--- src/hw/rtl/bfm_pkg.sv ---
// ----------------------------------------------------------------------------
// bfm_pkg
// Types and constants for the radix-2 Booth fraction multiplier.
// ----------------------------------------------------------------------------
package bfm_pkg;

    localparam int FRAC_BITS = 8;
    localparam int PROD_BITS = 2 * FRAC_BITS;
    // accumulator wide enough for any signed fraction product plus headroom
    localparam int ACC_W     = 2 * FRAC_BITS + 2;
    localparam int CELLS     = FRAC_BITS + 1;

    // Booth pair codes {y[i], y[i-1]}
    localparam logic [1:0] PAIR_ADD = 2'b01;
    localparam logic [1:0] PAIR_SUB = 2'b10;

    typedef struct packed {
        logic                 multiplicand_sign;
        logic [FRAC_BITS-1:0] multiplicand_mag;
        logic                 multiplier_sign;
        logic [FRAC_BITS-1:0] multiplier_mag;
    } t_operand;

    typedef struct packed {
        logic                 product_sign;
        logic [PROD_BITS-1:0] product_mag;
    } t_result;

    // one beat moving down the cell chain
    typedef struct packed {
        logic                    vld;
        logic                    sign;
        logic                    zero;
        logic                    prev;
        logic [FRAC_BITS:0]      y;
        logic signed [ACC_W-1:0] xs;
        logic signed [ACC_W-1:0] acc;
    } t_stage;

endpackage

--- src/hw/rtl/bfm_cell.sv ---
// ----------------------------------------------------------------------------
// bfm_cell
// One Booth step: add, subtract or skip the shifted multiplicand, then pass
// the beat on with multiplicand shifted left and multiplier shifted right.
// ----------------------------------------------------------------------------
module bfm_cell (
    input  logic            i_clk,
    input  logic            i_rst_n,
    input  bfm_pkg::t_stage i_stage,
    output bfm_pkg::t_stage o_stage
);

    bfm_pkg::t_stage r_stage;
    logic signed [bfm_pkg::ACC_W-1:0] n_acc;

    always_comb begin
        case ({i_stage.y[0], i_stage.prev})
            bfm_pkg::PAIR_ADD: n_acc = i_stage.acc + i_stage.xs;
            bfm_pkg::PAIR_SUB: n_acc = i_stage.acc - i_stage.xs;
            default:           n_acc = i_stage.acc;
        endcase
    end

    always_ff @(posedge i_clk) begin
        if (!i_rst_n) begin
            r_stage.vld <= 1'b0;
        end else begin
            r_stage.vld <= i_stage.vld;
        end
    end

    always_ff @(posedge i_clk) begin
        r_stage.sign <= i_stage.sign;
        r_stage.zero <= i_stage.zero;
        r_stage.prev <= i_stage.y[0];
        r_stage.y    <= {1'b0, i_stage.y[bfm_pkg::FRAC_BITS:1]};
        r_stage.xs   <= i_stage.xs <<< 1;
        r_stage.acc  <= n_acc;
    end

    assign o_stage = r_stage;

endmodule

--- src/hw/rtl/booth_fraction_multiplier_unit.sv ---
// ----------------------------------------------------------------------------
// booth_fraction_multiplier_unit
// Signed sign-magnitude fraction multiplier built as a chain of Booth cells.
// ----------------------------------------------------------------------------
// Usage:
//   Drive i_operand and pulse start; a beat is taken on any edge with start
//   high and busy low. busy stays low, so a new operand pair may enter on
//   every cycle.
//   Each result appears on o_result for one cycle with o_valid high, in the
//   order the operands went in; the receiver cannot stall the output.
//   A beat passes through the sign-magnitude to two's complement front-end
//   register, one register per Booth cell (FRAC_BITS+1 cells) and the
//   magnitude back-end register.
//   Throughput is one operand pair per cycle; each cell holds one beat.
//   Synchronous reset (i_rst_n low) drops all beats in flight; no results
//   are produced for them.
//   A zero operand magnitude yields a positive zero product.
// ----------------------------------------------------------------------------
module booth_fraction_multiplier_unit (
    input  logic              i_clk,
    input  logic              i_rst_n,
    input  logic              start,
    output logic              busy,
    input  bfm_pkg::t_operand i_operand,
    output logic              o_valid,
    output bfm_pkg::t_result  o_result
);

    localparam int F = bfm_pkg::FRAC_BITS;
    localparam int W = bfm_pkg::ACC_W;

    bfm_pkg::t_stage r_front;
    bfm_pkg::t_stage w_stage [bfm_pkg::CELLS+1];
    bfm_pkg::t_result r_result;
    logic r_valid;

    logic signed [W-1:0] n_x;
    logic [F:0]          n_y;
    logic signed [W-1:0] n_mag;

    assign busy = 1'b0;

    // front end: sign-magnitude to two's complement
    always_comb begin
        n_x = i_operand.multiplicand_sign
            ? -$signed({{(W-F){1'b0}}, i_operand.multiplicand_mag})
            :  $signed({{(W-F){1'b0}}, i_operand.multiplicand_mag});
        n_y = i_operand.multiplier_sign
            ? -{1'b0, i_operand.multiplier_mag}
            :  {1'b0, i_operand.multiplier_mag};
    end

    always_ff @(posedge i_clk) begin
        if (!i_rst_n) begin
            r_front.vld <= 1'b0;
        end else begin
            r_front.vld <= start && !busy;
        end
    end

    always_ff @(posedge i_clk) begin
        r_front.sign <= i_operand.multiplicand_sign ^ i_operand.multiplier_sign;
        r_front.zero <= (i_operand.multiplicand_mag == '0) ||
                        (i_operand.multiplier_mag == '0);
        r_front.prev <= 1'b0;
        r_front.y    <= n_y;
        r_front.xs   <= n_x;
        r_front.acc  <= '0;
    end

    assign w_stage[0] = r_front;

    for (genvar g = 0; g < bfm_pkg::CELLS; g++) begin : g_cell
        bfm_cell u_cell (
            .i_clk   (i_clk),
            .i_rst_n (i_rst_n),
            .i_stage (w_stage[g]),
            .o_stage (w_stage[g+1])
        );
    end

    // back end: back to sign-magnitude
    assign n_mag = w_stage[bfm_pkg::CELLS].sign
                 ? -w_stage[bfm_pkg::CELLS].acc
                 :  w_stage[bfm_pkg::CELLS].acc;

    always_ff @(posedge i_clk) begin
        if (!i_rst_n) begin
            r_valid <= 1'b0;
        end else begin
            r_valid <= w_stage[bfm_pkg::CELLS].vld;
        end
    end

    always_ff @(posedge i_clk) begin
        if (w_stage[bfm_pkg::CELLS].zero) begin
            r_result.product_sign <= 1'b0;
            r_result.product_mag  <= '0;
        end else begin
            r_result.product_sign <= w_stage[bfm_pkg::CELLS].sign;
            r_result.product_mag  <= n_mag[bfm_pkg::PROD_BITS-1:0];
        end
    end

    assign o_valid  = r_valid;
    assign o_result = r_result;

`ifndef ASSERT_OFF
    a_no_neg_zero: assert property (@(posedge i_clk) disable iff (!i_rst_n)
        o_valid && o_result.product_sign |-> o_result.product_mag != '0)
        else $error("negative zero product");

    a_zero_flag: assert property (@(posedge i_clk) disable iff (!i_rst_n)
        w_stage[bfm_pkg::CELLS].vld && w_stage[bfm_pkg::CELLS].zero |=>
        o_valid && o_result.product_mag == '0 && !o_result.product_sign)
        else $error("zero operand gave nonzero product");

    a_y_consumed: assert property (@(posedge i_clk) disable iff (!i_rst_n)
        w_stage[bfm_pkg::CELLS].vld |-> w_stage[bfm_pkg::CELLS].y == '0)
        else $error("multiplier bits left after last cell");

    a_valid_follows: assert property (@(posedge i_clk) disable iff (!i_rst_n)
        w_stage[bfm_pkg::CELLS].vld |=> o_valid)
        else $error("beat lost at back end");
`endif

endmodule

--- config.mk ---
export PLATFORM = sky130hd
export DESIGN_NAME = booth_fraction_multiplier_unit
export DESIGN_NICKNAME = d
export VERILOG_FILES = /design/src/hw/rtl/bfm_pkg.sv /design/src/hw/rtl/bfm_cell.sv /design/src/hw/rtl/booth_fraction_multiplier_unit.sv
export SDC_FILE = /design/constraint.sdc
export NUM_CORES = 1
export LEC_CHECK = 0
export ABC_AREA = 0
export BUFFER_PORTS_ARGS = -buffer_cell sky130_fd_sc_hd__buf_2
export CAP_MARGIN = 30
export CORE_ASPECT_RATIO = 1.2
export CORE_MARGIN = 10
export CORE_UTILIZATION = 38
export CTS_CLUSTER_DIAMETER = 150
export DETAILED_ROUTE_END_ITERATION = 10
export GPL_TIMING_DRIVEN = 0
export PLACE_DENSITY = 0.52
export SYNTH_ARGS = -nofsm -noshare
export SYNTH_HDL_FRONTEND = slang
export SYNTH_SLANG_ARGS = --single-unit
--- constraint.sdc ---
create_clock -name i_clk -period 4.09 [get_ports i_clk]
set_input_delay 0.6135 -clock i_clk [delete_from_list [all_inputs] [get_ports i_clk]]
set_output_delay 0.6135 -clock i_clk [all_outputs]
set_load 0.01 [all_outputs]
# == Word level (Yosys, flattened, before mapping) ==
# Index checks and enable logic that the tools add are counted.
# word_totals
reg_bits,353
inputBits,21
word_cells,121
# classes
n_eq_ne,16
n_mux,11
n_addsub,20
reduce_logical,3
bitwise_logic,1
# ops
op,n
one-hot mux 16 bit (2 select lines),8
adder 16 bit,8
subtractor 16 bit,8
equality test 2 x 1 -> 1 bit (second input constant),8
equality test 2 bit (second input constant),8
zero test 8 bit,2
two-way mux 16 bit,1
two-way mux 8 bit,2
negation 16 bit,1
negation 8 -> 16 bit,1
subtractor 1 x 16 -> 16 bit (first input constant),1
negation 8 -> 9 bit,1
logical OR 1 bit,1
XOR 1 bit,1

# == Depth between registers and ports, before layout ==
# logic_depth
depth_word,2
depth_mapped,14
ltp_nobuf,14

# == Modules after synthesis ==
# A second synthesis with hierarchy kept.
# hier_totals
hier_cells,2459
hier_area_um2,22754.3
# by_module_without_submodules
mod,area_per_inst_um2,n_inst,seq_area_each_um2,cells_each
bfm_cell at g_cell[0].u_cell ...,2331.0,8,940.9,253
bfm_cell at g_cell[2].u_cell,2366.0,1,940.9,259
booth_fraction_multiplier_unit,1740.4,1,900.9,176

# == Worst setup path before layout ==
# OpenSTA, ideal clock, no wires.
# synth_timing
kind,register -> register
from,"reg g_cell[2].u_cell.r_stage, in the netlist g_cell[2].u_cell.o_stage[26]"
to,"reg g_cell[3].u_cell.r_stage, in the netlist g_cell[3].u_cell.o_stage[14]"
arrival_ns,2.818
setup_slack_ns,1.144
setup_ns,0.129
synth_period_minus_slack_ns,2.946
path_buffers,0
stages_incl_launch_ff,13
path_cell_list,dfxtp_1 -> or4_1 -> nor3_1 -> a21oi_1 -> xnor2_1 -> ha_1 -> a21o_1 -> or4_1 -> nor3_1 -> o31ai_1 -> a21oi_1 -> xor2_1 -> o21ai_0
# synth_between
elab_chain_cells,2
word_cells_on_any_way,3
# synth_lines
item,line,source
start: declaration,bfm_cell.sv:13,bfm_pkg::t_stage r_stage;
subtractor 16 bit or adder 16 bit (tied branches),"bfm_cell.sv:19, bfm_cell.sv:18",
one-hot mux 16 bit (2 select lines) *,bfm_cell.sv:17,"case ({i_stage.y[0], i_stage.prev})"
net g_cell[3].u_cell.n_acc (one bit),bfm_cell.sv:14,logic signed [bfm_pkg::ACC_W-1:0] n_acc;
end: declaration,bfm_cell.sv:13,
# The timed path passes the listed nets; every way through them passes the cells marked *.
# A chain may end at the register's enable or synchronous reset.

# == Worst setup path in the final report ==
# layout_timing
from,"reg g_cell[1].u_cell.r_stage, in the netlist g_cell[1].u_cell.o_stage[36]"
to,"reg g_cell[2].u_cell.r_stage, in the netlist g_cell[2].u_cell.o_stage[12]"
# layout_between
elab_chain_cells,2
word_cells_on_any_way,3
# layout_lines
item,line
start: declaration,bfm_cell.sv:13
equality test 2 bit or equality test 2 x 1 -> 1 bit (tied branches),bfm_cell.sv:17
one-hot mux 16 bit (2 select lines) *,bfm_cell.sv:17
net g_cell[2].u_cell.n_acc (one bit),bfm_cell.sv:14
# Marked as above.

==> impl_metrics.py <==
metrics = {
    "floorplanning": {
        "io_pins": 40,
        "rows": 78,
        "fp.dieH_um": 234,
        "core_mm2": 0.0378,
        "die_w_um": 199,
        "initial_utilization_pct": 38.5,
        "dieArea_mm2": 0.0465,
    },
    "sta": {
        "fmax_ghz": 0.269,
        "rsz0062_at_grt": "false",
        "period_needed_ns": 3.72,
        "relSlewSlack_pct": 56.7,
        "setup_slack_ns": 0.366,
        "drv_slew": 0,
        "tns_ns": 0,
        "tightest_slew_ns": 0.644,
        "finalSetupViolations": 0,
        "hold_viol": 0,
        "fin_crit_sh_pct": 91.1,
        "hold_ws_ns": 0.222,
        "skew_ns": 0.0272,
    },
    "power": {
        "power_uw": 12500,
        "vdd_drop_max_uv": 297,
        "cellLeakagePower_uw": 0.00699,
        "cellPowerDensity_mw_per_mm2": 756,
    },
    "critical_path": {
        "required_ns": 4.48,
        "path_depth": 11,
        "cp_num_buf_inv": 1,
        "cp_cell_sequence": "ha_1, clkbuf_1, mux2i_1, fa_1, a21o_1, a21oi_1, o21ai_0, and4b_1, a2111oi_0, xor2_1, o21ai_0",
        "crit_top_cell": "o21ai_0",
        "slowest_delay_ns": 0.55,
        "critPathLaunchType": "flip-flop",
        "r2r_cells": 11,
        "path_class": "flip-flop to flip-flop",
        "critPathArrivalTime_ns": 4.11,
        "crit_fanout": 10,
        "crit_family": "compound AO/OA/AOI/OAI gates",
        "crit_path_top_delay_cell": "a2111oi_0",
        "endpoint_kind": "flip-flop",
    },
    "min_path": {
        "hold_class": "input pin to flip-flop",
        "holdPathStages": 1,
    },
    "clock_network": {
        "post_cts_resized": 0,
        "cts_root_buf": "clkbuf_16",
        "cts_tree": "yes",
        "hold_buffers": 0,
        "cts_setup_buffers": 0,
        "clk_latency_ns": 0.53,
        "h-tree-depth": 2,
        "path_clk_slew_ns": 0.06,
        "clock_path_buffers": 3,
        "cts_made_buffers": 37,
        "cts_sinks": 349,
    },
    "placement": {
        "dp_hpwl_mm": 24.2,
        "place.port_buffers": 37,
        "post-place-ws_ns": 0.334,
        "gp_congestion": 0.789,
    },
    "synth": {
        "ys_ff_latch": 349,
        "syn_area_per_cell_um2": 9.79,
        "syn_inst": 1484,
        "ys_seq_area_share_pct": 48.1,
        "ys_types": 64,
        "syn-num-nets": 1618,
        "synth_ff_type": "dfxtp_1",
        "netlist_area_mm2": 0.0145,
        "synth_edf_count": 0,
        "async_flop_share_pct": 0,
        "yosysWarnings": 0,
    },
    "global_routing": {
        "antenna_found_initial": 0,
        "grt_pass1_wl_mm": 49.7,
        "track_usage_pct": 13.3,
        "grt_max_degree": 16,
        "grt_pass1_vias": 10383,
        "grt.overflow.total": 0,
    },
    "status": {
        "status": "completed",
    },
    "job": {
        "cap_violations": 0,
    },
    "routing": {
        "drt.antenna.violating_nets": 0,
        "drtPass1Iterations": 4,
        "wl_per_cell_um": 14.8,
        "totalWireLength_mm": 30.5,
        "vias": 10028,
        "first_iter_violations": 252,
        "drc": 0,
        "vias_per_cell": 4.85,
    },
    "cells_and_area": {
        "drive_gt1_share_pct": 7.93,
        "final_util_pct": 43.9,
        "num_antenna_cells": 0,
        "num-fill-cells": 3641,
        "area_growth_syn_to_layout_pct": 14.2,
        "fin_nets": 1694,
    },
}
## state kept, by name, indices dropped and copies added, names as in the netlist
name                   cells
r_front                   27
o_valid                    1
g_cell.u_cell.o_stage    304
o_result                  17
## routing by layer
layer	GRT usage (%)	vias up	share of wire (%)
li1	-	5238	-
met2	28.3	111	59
met5	0	-	0
met4	6.02	0	3.8
met1	11.4	4609	35
met3	2.34	70	2.5
## final cells by class
type                       count  area, um2  share of cell area (%)
sequential                   349       6990                    42.1
multi-input combinational   1022       7120                    42.9
timing repair buffer          37        185                    1.12
clock inverter                16        198                    1.19
clock buffer                  51       1080                    6.51
tap                          480        601                    3.62
inverter                      79        297                    1.79
buffer                        34        131                   0.792
## synthesized netlist by cell type, types with 8 or more instances
cell      instances  share of area, %
o21a_1           17              0.88
a21oi_1          64               2.2
o21ai_0          96               3.3
xnor2_1         117               7.1
nand2_1         120               3.1
or4_1             8              0.41
or3_1            10              0.43
nor3b_1           8              0.41
mux2_2           11              0.85
fa_1              8               1.1
clkbuf_1         32              0.83
o31ai_1          19              0.98
a21o_1           12              0.62
a31oi_1          27               1.2
ha_1            105               9.0
o21bai_1         12              0.62
and2_1           26               1.1
and3_1            8              0.34
nor3_1           44               1.5
nor2_1          112               2.9
xor2_1           56               3.4
dfxtp_1         349                48
nand2b_1         16              0.69
mux2i_1          12              0.83
nor2b_1          21              0.90
nand3_1          10              0.34
inv_1            79               2.0
nor4_1           11              0.47
## path summary, 6_finish.rpt
kind | startpoint | end | slack (ns)
max | g_cell[1].u_cell.o_stage[36] | g_cell[2].u_cell.o_stage[12] | 0.37
min | i_operand[9] | r_front[18] | 0.22
max reg2reg | g_cell[1].u_cell.o_stage[36] | g_cell[2].u_cell.o_stage[12] | 0.37
min reg2reg | g_cell[6].u_cell.o_stage[37] | g_cell[7].u_cell.o_stage[36] | 0.32
## kinds of logic after synthesis
logic type | count (synthesis) | synth area share (%)
adders and majority gates | 113 | 10.1
other | 1 | 0.0258
DFF | 349 | 48.1
and+or+nand+nor | 416 | 13.8
xor gates and xnor gates | 173 | 10.4
muxes | 23 | 1.68
AOI/OAI and AO/OA | 296 | 12.9
buffers and inverters | 113 | 2.94
## layout by cell type (no fill, tap or decap), types with 10 or more instances in the layout
cell type  count
a21o_1        12
a21oi_1       64
a31oi_1       27
and2_1        26
buf_2         37
clkbuf_1      37
clkbuf_16     38
dfxtp_1      349
ha_1         105
inv_1         79
mux2_2        11
mux2i_1       12
nand2_1      120
nand2b_1      16
nand3_1       10
nor2_1       112
nor2b_1       21
nor3_1        44
nor4_1        11
o21a_1        17
o21ai_0       96
o21bai_1      12
o31ai_1       19
or3_1         10
xnor2_1      117
xor2_1        56
## report_power, final
group	internal, uW	total (uW)	switching [uW]
clock	2050	3410	1360
combinational	2000	4420	2420
sequential	4250	4720	475
total	8300	12500	4250
## stage by stage
| stage | cell area, um2 | std cells |
|---|---|---|
| floorplan | 14500 | 1484 |
| global placement | 15300 | 2001 |
| finish | 16600 | 2068 |
| detailed placement | 15300 | 2001 |
| CTS | 16600 | 2068 |
| global route | 16600 | 2068 |
No activity file was read; power rests on OpenSTA's default activity.
